--- config.mk ---
export PLATFORM = sky130hd
export DESIGN_NAME = bcd_clock_with_digit_entry_unit
export DESIGN_NICKNAME = d
export VERILOG_FILES = /design/src/hdl/bcdc_pkg.sv /design/src/hdl/bcdc_second_cascade.sv /design/src/hdl/bcd_clock_with_digit_entry_unit.sv
export SDC_FILE = /design/constraint.sdc
export NUM_CORES = 1
export LEC_CHECK = 0
export ABC_CLOCK_PERIOD_IN_PS = 3800
export BUFFER_PORTS_ARGS = -buffer_cell sky130_fd_sc_hd__buf_2
export CORE_MARGIN = 2
export CORE_UTILIZATION = 51
export CTS_CLUSTER_DIAMETER = 30
export CTS_CLUSTER_SIZE = 30
export DETAILED_ROUTE_END_ITERATION = 10
export PLACE_DENSITY = 0.82
export SLEW_MARGIN = 10
export SYNTH_ARGS = -nofsm -noshare
export SYNTH_HDL_FRONTEND = slang
export SYNTH_HIERARCHICAL = 1
export SYNTH_SLANG_ARGS = --single-unit
--- constraint.sdc ---
create_clock -name clock -period 3.8 [get_ports clock]
set_input_delay 0.76 -clock clock [delete_from_list [all_inputs] [get_ports clock]]
set_output_delay 0.76 -clock clock [all_outputs]
set_load 0.01 [all_outputs]
--- src/hdl/bcdc_pkg.sv ---
`default_nettype none
// ---------------------------------------------------------------------------
// bcdc_pkg
// Shared types, key codes and digit limits for the BCD clock with digit entry.
// ---------------------------------------------------------------------------
package bcdc_pkg;

   localparam int DIGITS = 6;

   typedef logic [3:0] digit_type;
   typedef digit_type [DIGITS-1:0] digits_type;   // index 0 = hours tens
   typedef logic [2:0] position_type;

   localparam logic [7:0] TICKS_PER_SECOND_RESET = 8'd20;

   localparam logic [4:0] NO_KEY      = 5'd16;
   localparam logic [4:0] KEY_CANCEL  = 5'd10;
   localparam logic [4:0] KEY_CONFIRM = 5'd11;
   localparam logic [4:0] KEY_SET     = 5'd12;

   localparam logic [7:0] CODE_CANCEL  = 8'h82;
   localparam logic [7:0] CODE_CONFIRM = 8'h88;
   localparam logic [7:0] CODE_SET     = 8'h84;

   // cascade limit of each digit, hours tens first
   localparam logic [4:0] DIGIT_LIMIT [DIGITS] = '{5'd10, 5'd10, 5'd6, 5'd10, 5'd6, 5'd10};

   localparam position_type LAST_POSITION = position_type'(DIGITS - 1);

   function automatic logic [4:0] decode_key(input logic [7:0] code);
      logic [4:0] key;
      unique case (code)
         8'h18:        key = 5'd0;
         8'h14:        key = 5'd1;
         8'h24:        key = 5'd2;
         8'h44:        key = 5'd3;
         8'h12:        key = 5'd4;
         8'h22:        key = 5'd5;
         8'h42:        key = 5'd6;
         8'h11:        key = 5'd7;
         8'h21:        key = 5'd8;
         8'h41:        key = 5'd9;
         CODE_CANCEL:  key = KEY_CANCEL;
         CODE_CONFIRM: key = KEY_CONFIRM;
         CODE_SET:     key = KEY_SET;
         8'h81:        key = 5'd13;
         8'h28:        key = 5'd14;
         8'h48:        key = 5'd15;
         default:      key = NO_KEY;
      endcase
      return key;
   endfunction

endpackage
`default_nettype wire

--- src/hdl/bcdc_second_cascade.sv ---
`default_nettype none
// ---------------------------------------------------------------------------
// bcdc_second_cascade
// Adds one second to hh:mm:ss BCD digits; a digit whose incremented value
// reaches or passes its limit wraps to zero and carries on.
// ---------------------------------------------------------------------------
module bcdc_second_cascade (
   input  var bcdc_pkg::digits_type digits_cur,
   output var bcdc_pkg::digits_type digits_next
);

   logic       carry;
   logic [4:0] sum;

   always_comb begin
      carry       = 1'b1;
      sum         = '0;
      digits_next = digits_cur;
      for (int i = bcdc_pkg::DIGITS - 1; i >= 0; i--) begin
         sum = {1'b0, digits_cur[i]} + 5'd1;
         if (carry) begin
            if (sum >= bcdc_pkg::DIGIT_LIMIT[i]) begin
               digits_next[i] = '0;
            end else begin
               digits_next[i] = sum[3:0];
               carry          = 1'b0;
            end
         end
      end
   end

endmodule
`default_nettype wire

--- src/hdl/bcd_clock_with_digit_entry_unit.sv ---
`default_nettype none
// ---------------------------------------------------------------------------
// bcd_clock_with_digit_entry_unit
// BCD hh:mm:ss clock driven by tick transfers, with keypad time entry.
// ---------------------------------------------------------------------------
// Each request is a tick or a raw key-matrix code and yields exactly one
// response showing the clock state after it. A request is taken every cycle
// unless req_stall is high; it is captured in the input register, and the
// next state is computed in a single pass and loaded into the state register
// that doubles as the response register. The user must write ticks_per_second
// through csr_wen/csr_wdata only while the unit is idle; the unit does not
// enforce this. A value of zero makes every tick outside set mode count one second.
module bcd_clock_with_digit_entry_unit (
   input  var logic       clock,
   input  var logic       reset,

   input  var logic       csr_wen,
   input  var logic [7:0] csr_wdata,

   input  var logic       req_valid,
   output var logic       req_stall,
   input  var logic       req_action,
   input  var logic [7:0] req_key_code,

   output var logic       rsp_valid,
   input  var logic       rsp_stall,
   output var logic [3:0] rsp_hours_tens,
   output var logic [3:0] rsp_hours_units,
   output var logic [3:0] rsp_minutes_tens,
   output var logic [3:0] rsp_minutes_units,
   output var logic [3:0] rsp_seconds_tens,
   output var logic [3:0] rsp_seconds_units,
   output var logic       rsp_setting_mode,
   output var logic [2:0] rsp_entry_position
);

   logic [7:0]                tps_val_ff;
   logic                      in_valid_ff, in_valid_in;
   logic                      in_action_ff;
   logic [7:0]                in_key_ff;
   logic                      rsp_valid_ff, rsp_valid_in;
   bcdc_pkg::digits_type      time_ff, time_in, time_tick;
   bcdc_pkg::digits_type      backup_ff, backup_in;
   logic [7:0]                tick_ff, tick_in, tick_inc;
   logic                      setting_ff, setting_in;
   bcdc_pkg::position_type    index_ff, index_in;
   logic                      move, accept_req;
   logic [4:0]                key;
   logic [3:0]                key_digit;

   assign move        = in_valid_ff && (!rsp_valid_ff || !rsp_stall);
   assign req_stall   = in_valid_ff && !move;
   assign accept_req  = req_valid && !req_stall;
   assign in_valid_in = accept_req || (in_valid_ff && !move);
   assign rsp_valid_in = move || (rsp_valid_ff && rsp_stall);

   always_ff @(posedge clock) begin
      if (reset) begin
         tps_val_ff <= bcdc_pkg::TICKS_PER_SECOND_RESET;
      end else if (csr_wen) begin
         tps_val_ff <= csr_wdata;
      end
   end

   always_ff @(posedge clock) begin
      if (reset) begin
         in_valid_ff  <= 1'b0;
         rsp_valid_ff <= 1'b0;
      end else begin
         in_valid_ff  <= in_valid_in;
         rsp_valid_ff <= rsp_valid_in;
      end
      if (accept_req) begin
         in_action_ff <= req_action;
         in_key_ff    <= req_key_code;
      end
   end

   bcdc_second_cascade u_cascade (
      .digits_cur  (time_ff),
      .digits_next (time_tick)
   );

   assign tick_inc  = tick_ff + 8'd1;
   assign key       = bcdc_pkg::decode_key(in_key_ff);
   assign key_digit = (key >= 5'd10) ? 4'(key - 5'd10) : key[3:0];

   always_comb begin
      time_in    = time_ff;
      backup_in  = backup_ff;
      tick_in    = tick_ff;
      setting_in = setting_ff;
      index_in   = index_ff;
      if (!in_action_ff) begin
         if (!setting_ff) begin
            if (tick_inc >= tps_val_ff) begin
               tick_in = '0;
               time_in = time_tick;
            end else begin
               tick_in = tick_inc;
            end
         end
      end else if (key != bcdc_pkg::NO_KEY) begin
         if (!setting_ff) begin
            if (key == bcdc_pkg::KEY_SET) begin
               backup_in  = time_ff;
               time_in    = '0;
               setting_in = 1'b1;
               index_in   = '0;
            end
         end else if (key == bcdc_pkg::KEY_CANCEL) begin
            time_in    = backup_ff;
            setting_in = 1'b0;
            index_in   = '0;
         end else if (key == bcdc_pkg::KEY_CONFIRM) begin
            setting_in = 1'b0;
            index_in   = '0;
         end else begin
            time_in[index_ff] = key_digit;
            if (index_ff >= bcdc_pkg::LAST_POSITION) begin
               setting_in = 1'b0;
               index_in   = '0;
            end else begin
               index_in = index_ff + 3'd1;
            end
         end
      end
   end

   // state doubles as the response register: it only changes on a move
   always_ff @(posedge clock) begin
      if (reset) begin
         time_ff    <= '0;
         backup_ff  <= '0;
         tick_ff    <= '0;
         setting_ff <= 1'b0;
         index_ff   <= '0;
      end else if (move) begin
         time_ff    <= time_in;
         backup_ff  <= backup_in;
         tick_ff    <= tick_in;
         setting_ff <= setting_in;
         index_ff   <= index_in;
      end
   end

   assign rsp_valid          = rsp_valid_ff;
   assign rsp_hours_tens     = time_ff[0];
   assign rsp_hours_units    = time_ff[1];
   assign rsp_minutes_tens   = time_ff[2];
   assign rsp_minutes_units  = time_ff[3];
   assign rsp_seconds_tens   = time_ff[4];
   assign rsp_seconds_units  = time_ff[5];
   assign rsp_setting_mode   = setting_ff;
   assign rsp_entry_position = index_ff;

   a_entry_zero_outside_set: assert property (@(posedge clock) disable iff (reset)
      !setting_ff |-> index_ff == '0)
      else $error("entry position nonzero outside set mode");

   a_entry_in_range: assert property (@(posedge clock) disable iff (reset)
      index_ff <= bcdc_pkg::LAST_POSITION)
      else $error("entry position out of range");

   a_digits_bcd: assert property (@(posedge clock) disable iff (reset)
      time_ff[0] <= 4'd9 && time_ff[1] <= 4'd9 && time_ff[2] <= 4'd9 &&
      time_ff[3] <= 4'd9 && time_ff[4] <= 4'd9 && time_ff[5] <= 4'd9)
      else $error("time digit not BCD");

   a_state_holds: assert property (@(posedge clock) disable iff (reset)
      !move |=> $stable(time_ff) && $stable(setting_ff) && $stable(tick_ff))
      else $error("state changed without a transfer");

   a_csr_written: assert property (@(posedge clock) disable iff (reset)
      csr_wen |=> tps_val_ff == $past(csr_wdata))
      else $error("ticks_per_second write lost");

endmodule
`default_nettype wire

# --- Word level (Yosys, flattened, before mapping) ---
# Cells that the tools add are included.
word_totals:
  regBits: 79
  in_bits: 22
  output_inout_bits: 30
  word_cells: 139
op_classes:
  addsub: 9
  magnitude_cmp: 11
  n_eq_ne: 24
  n_mux: 44
  bitwise_logic: 2
  reduce_logical: 29
ops:
  columns: ["operator", "n"]
  rows:
  - ["24-bit two-way mux", 8]
  - ["5-bit one-hot mux with 16 select lines", 1]
  - ["4-bit two-way mux", 13]
  - ["7-bit AND reduction", 5]
  - ["8-bit by 5-bit == test with 1-bit output, second input constant", 4]
  - ["8-bit by 6-bit == test with 1-bit output, second input constant", 4]
  - ["8-bit by 7-bit == test with 1-bit output, second input constant", 4]
  - ["8-bit == test, second input constant", 4]
  - ["4-bit by 1-bit adder with 5-bit output, second input constant", 6]
  - ["5-bit by 4-bit >= comparator with 1-bit output, second input constant", 5]
  - ["24-bit bitwise mux", 1]
  - ["5-bit by 4-bit == test with 1-bit output, second input constant", 3]
  - ["3-bit two-way mux", 5]
  - ["1-bit two-way mux", 14]
  - ["2-bit nonzero test", 7]
  - ["4-bit demux with 3-bit select", 1]
  - ["5-bit by 3-bit >= comparator with 1-bit output, second input constant", 2]
  - ["8-bit by 1-bit adder with 8-bit output, second input constant", 1]
  - ["8-bit >= comparator", 1]
  - ["8-bit two-way mux", 1]
  - ["3-bit AND reduction", 2]
  - ["6-bit AND reduction", 1]
  - ["1-bit logical AND", 5]
  - ["5-bit != test, second input constant", 1]
  - ["14 further kinds", 20]

# --- Depth between registers and ports, before layout ---
logic_depth:
  word_depth: 11
  ltp_mapped: 12
  mapped_depth_nobuf: 11

# --- Cells and area by module ---
# The synthesis kept the hierarchy.
by_module_without_submodules:
  columns: ["mod", "instances", "cells_each", "area_each_um2", "seq_area_each_um2"]
  rows:
  - ["bcd_clock_with_digit_entry_unit", 1, 470, 4175.3, 1671.6]
  - ["bcdc_second_cascade", 1, 128, 987.2, 0.0]

# --- Least setup slack after synthesis ---
# Ideal clock, no wire load.
synth_path:
  path_kind: "register -> register"
  startpoint: "reg in_key_ff[5]"
  endpoint: "reg time_ff, in the netlist rsp_hours_tens[2]"
  setup_time_ps: 86
  arrival_time_ps: 2855
  required_ps: 3714
  setup_slack_ps: 860
  path_stages_with_launch: 10
  path_buffers: 0
  period_less_slack_ps: 2940
  cell_sequence: "edfxtp_1 nor4b_4 or3b_1 a31oi_4 a311oi_1 ha_1 or3_1 o22ai_1 a222oi_1 a211oi_1"
synth_between:
  elab_chain_cells: 10
  elab_cells_between_ends: 34
  classes_between: "add/sub (1); order compare (1); eq/ne (23); mux (8); reduce/logical (1)"
synth_lines:
  columns: ["item", "line", "source"]
  rows:
  - ["from (decl)", "bcd_clock_with_digit_entry_unit.sv:40", "logic [7:0] in_key_ff;"]
  - ["from (signal assigned)", "bcd_clock_with_digit_entry_unit.sv:75", "in_key_ff <= req_key_code;"]
  - ["8-bit by 7-bit == test with 1-bit output, or another cell as far along", "bcdc_pkg.sv:32", "unique case (code)"]
  - ["5-bit one-hot mux with 16 select lines (*)", "bcdc_pkg.sv:32", null]
  - ["4-bit subtractor or 5-bit by 4-bit >= comparator with 1-bit output (tied branches)", "bcd_clock_with_digit_entry_unit.sv:86", "assign key_digit = (key >= 5'd10) ? 4'(key - 5'd10) : key[3:0];"]
  - ["4-bit two-way mux", "bcd_clock_with_digit_entry_unit.sv:86", null]
  - ["24-bit bitwise mux", "bcd_clock_with_digit_entry_unit.sv:119", "time_in[index_ff] = key_digit;"]
  - ["24-bit two-way mux", "bcd_clock_with_digit_entry_unit.sv:115", "end else if (key == bcdc_pkg::KEY_CONFIRM) begin"]
  - ["24-bit two-way mux", "bcd_clock_with_digit_entry_unit.sv:111", "end else if (key == bcdc_pkg::KEY_CANCEL) begin"]
  - ["24-bit two-way mux", "bcd_clock_with_digit_entry_unit.sv:104", "if (!setting_ff) begin"]
  - ["24-bit two-way mux", "bcd_clock_with_digit_entry_unit.sv:103", "end else if (key != bcdc_pkg::NO_KEY) begin"]
  - ["24-bit two-way mux", "bcd_clock_with_digit_entry_unit.sv:94", "if (!in_action_ff) begin"]
  - ["to (signal assigned)", "bcd_clock_with_digit_entry_unit.sv:139", "time_ff <= time_in;"]
  - ["to (decl)", "bcd_clock_with_digit_entry_unit.sv:42", "bcdc_pkg::digits_type time_ff, time_in, time_tick;"]
# Mark *: on every way between the ends. The rest lies on a longest branch, timed or not. The select of a mux whose other input is x is not followed.
# A chain may end at the register's enable or synchronous reset.

# --- Worst setup path in the final report ---
layout_path:
  startpoint: "reg tick_ff[0]"
  endpoint: "reg time_ff, in the netlist rsp_minutes_tens[3]"
layout_between:
  elab_chain_cells: 4
layout_lines:
  columns: ["item", "line", "source"]
  rows:
  - ["from (decl)", "bcd_clock_with_digit_entry_unit.sv:44", "logic [7:0] tick_ff, tick_in, tick_inc;"]
  - ["from (signal assigned)", "bcd_clock_with_digit_entry_unit.sv:141", "tick_ff <= tick_in;"]
  - ["8-bit by 1-bit adder with 8-bit output", "bcd_clock_with_digit_entry_unit.sv:84", "assign tick_inc = tick_ff + 8'd1;"]
  - ["8-bit >= comparator", "bcd_clock_with_digit_entry_unit.sv:96", "if (tick_inc >= tps_val_ff) begin"]
  - ["2-bit nonzero test (no source line)", null, null]
  - ["7-bit AND reduction (no source line)", null, null]
# Every way passes these cells.

==> results by group <==
Place
  • Dpl cells: 754
  • GP Congestion: between 0.8 and 0.9
  • HPWL after DPL: 8560 µm
  • IO Port Bufs: 51

Timing
  • RSZ-0062 raised after global routing: no
  • Max Fclk: 292 MHz
  • Worst-margin pin slew: 0.959 ns
  • Slew Limit Fails: 0
  • Final min period: ~3.4 ns
  • Final setup TNS: 0 ns
  • Worst Skew: 0.00873 ns
  • Fin. Hold Viols: 0
  • Min Hold Slack: 0.479 ns
  • Worst rel slew slack: 35.9%
  • Final number of setup-violating endpoints: 0
  • Final worst path period share: 90.2%

Floorplan
  • Die X-Extent: 105 µm
  • Chip height: 105 µm
  • Die area: 10900 µm²
  • Core footprint: 9820 µm²
  • Io pins: 52
  • Initial Utilization: a little over half
  • Std cell rows: 36

Global route
  • Global route overflow: 0
  • Initial antenna violation count: 0
  • First-pass GRT wire length: approximately 21000 µm
  • Number of global-route vias before repair: 4535
  • Largest net degree at the start of global routing: 42
  • Total GRT Usage: 23.4%

Synthesis
  • Post-synth top flop: dfxtp_1
  • Library cells used by synthesis: 74
  • Synthesized cell area: 5160 µm²
  • Asr flop ratio synth: 0%
  • Largest area contributor in the netlist: dfxtp_1
  • Post-Syn Instances: 598
  • Area share of the largest cell type after synthesis: a little over a quarter
  • Dominant cells by area after synthesis: dfxtp_1, mux2i_1, ha_1
  • YS warnings: 6
  • Post-synth EDFFs: 9
  • #FFs+latches synth: 79
  • Syn Area/Cell: 8.63 µm²
  • Syn nets: 644
  • Post-synthesis sequential area ratio: 32.4%

Clock network
  • CTS Sinks: 79
  • Total setup buffers inserted after CTS: 0
  • Htree depth: 3
  • CTS max path bufs: 2
  • CTS resizes: 0
  • Hold-fix buffers, CTS: 0
  • CTS tree: built
  • CTS root buf: clkbuf_8
  • Worst-skew pair later-pin latency: between 0.3 and 0.4 ns
  • CTS Buf Count: 9
  • Clock transition at path regs: roughly 0.08 ns

Worst setup path
  • CP Data Arrival Time: 3.68 ns
  • Critical path required time: 4.06 ns
  • Critical path class: reg -> reg
  • Startpoint Class: flop
  • Worst Path Max Fanout: 30
  • Critical Path Sink Type: flop

Finish
  • Diodes inserted: 0
  • Area grow syn2layout: 10.9%
  • Post-Layout Cell Count: 770
  • Nets@finish: 678
  • Share of cells above drive strength 1: approximately 15%

Power and ir drop
  • Sw frac: 24.0%
  • Net switching power: 420 µW
  • Clk pwr share: 43.7%
  • PwrDens: approximately 300 nW/µm²
  • Total Power: 1750 µW
  • Seq pwr share: about 50%
  • VDD IR-drop max: just over 0.0002 V
  • Combinational Power Share: 6.3%
  • Internal power: 1330 µW
  • Pleak: 0.00236 µW

Routing
  • DRC: 0
  • DR WL/cell: 16.6 µm
  • Post-Route WL: 12700 µm
  • DRT iter0 DRCs: 376
  • TritonRoute pass-1 iters: 5
  • DR vias: 4763
  • Routed Antenna Nets: 0
  • DR vias/cell: 6.19

Job
  • Max cap viols: 0

Run status
  • Outcome: complete, no violations

Worst hold path
  • Worst hold path type: reg -> reg
==> metal layers <==
metal / track usage (%) / wire length [µm]
met5: 0 / 0
met3: 3.74 / 772
met1: 28.6 / 5440
met4: 12.2 / 418
met2: 39.6 / 6110
==> state kept, by name, summed over array words and instances (netlist names) <==
signal	count
tps_val_ff	8
rsp_valid	1
rsp_minutes_tens	4
rsp_seconds_units	4
rsp_hours_tens	4
rsp_hours_units	4
in_valid_ff	1
in_key_ff	8
backup_ff	24
in_action_ff	1
rsp_minutes_units	4
rsp_setting_mode	1
rsp_entry_position	3
tick_ff	8
rsp_seconds_tens	4
==> cells in the final DEF (no fill, tap or decap), drive strengths merged, types with 9 or more instances in the layout <==
cell type,netlist,routed
a211oi,15,15
a21oi,47,47
a22oi,19,19
a311oi,13,13
and2,13,13
buf,11,57
clkbuf,23,11
dfxtp,70,70
edfxtp,9,9
ha,24,24
inv,20,22
mux2i,34,34
nand2,39,39
nand2b,9,9
nand3,11,11
nand3b,9,9
nor2,62,62
nor3,13,13
o211ai,10,10
o21ai,31,31
xor2,11,11
==> area by class of cell <==
| cell class | count | area, µm² |
|---|---|---|
| Multi-Input combinational cell | 465 | 3260 |
| Clock inverter | 5 | 85.1 |
| Clock buffer | 11 | 163 |
| Inverter | 20 | 75.1 |
| Sequential cell | 79 | 1670 |
| Timing Repair Buffer | 57 | 300 |
| Tap cell | 133 | 166 |
| Fill cell | 866 | 4100 |
==> worst paths after layout <==
path | startpoint | slack [ns] | end | depth (start not counted)
worst min register to register | tick_ff[7]$_SDFFE_PP0P_ | 0.48 | tick_ff[7]$_SDFFE_PP0P_ | 2
worst max register to register | tick_ff[0]$_SDFFE_PP0P_ | 0.37 | rsp_minutes_tens[3]$_SDFFE_PP0P_ | 12
worst max-delay path | tick_ff[0]$_SDFFE_PP0P_ | 0.37 | rsp_minutes_tens[3]$_SDFFE_PP0P_ | 12
worst min-delay path | tick_ff[7]$_SDFFE_PP0P_ | 0.48 | tick_ff[7]$_SDFFE_PP0P_ | 2
==> power by group through the flow <==
stage	logic (µW)	registers (µW)	clock network (µW)
3_3_place_gp	104	896	0
3_5_place_dp	107	896	0
6_report	111	877	766
4_1_cts	110	877	764
5_1_grt	124	881	805
2_1_floorplan	87.0	885	0
==> metrics by stage <==
| step | utilization [%] | worst slack [ns] | cell area [µm²] |
|---|---|---|---|
| 2_1_floorplan | - | 0.860 | 5160 |
| 3_3_place_gp | 55.8 | 0.762 | 5480 |
| 3_5_place_dp | 55.8 | 0.585 | 5480 |
| 4_1_cts | 58.3 | 0.459 | 5720 |
| 5_1_grt | 58.3 | 0.281 | 5720 |
| 6_report | 58.3 | 0.374 | 5720 |
==> synthesized netlist by cell type (all sizes together) (10+ instances only) <==
master   n
buf     11
nand2   39
a21oi   47
xor2    11
o211ai  10
a311oi  13
clkbuf  23
nor3    13
nand3   11
dfxtp   70
a22oi   19
a211oi  15
nor2    62
inv     20
mux2i   34
ha      24
and2    13
o21ai   31
==> logic make-up (layout without fill, tap and decap cells) <==
logic type               Yosys count  after routing  synth area share [%]
XOR/XNOR                          18             18                  3.05
adder cells (fa/ha/maj)           24             24                  5.82
AO/OA/AOI/OAI                    176            176                  23.7
multiplexers                      40             40                  8.12
AND/OR/NAND/NOR                  207            207                  22.4
flip-flops                        79             79                  32.4
buffers and inverters             54             93                  4.56
==> worst max-delay path, stage by stage (launching register included) <==
cell	delay, ns
dfxtp_1	0.40
ha_1	0.26
nand3_1	0.21
xnor2_1	0.23
ha_1	0.28
a21o_1	0.17
a211oi_1	0.26
o21ai_0	0.17
a21oi_1	0.38
o32ai_2	0.15
buf_4	0.25
and2_1	0.23
a311oi_1	0.33
Power figures use the tool's default switching activity.
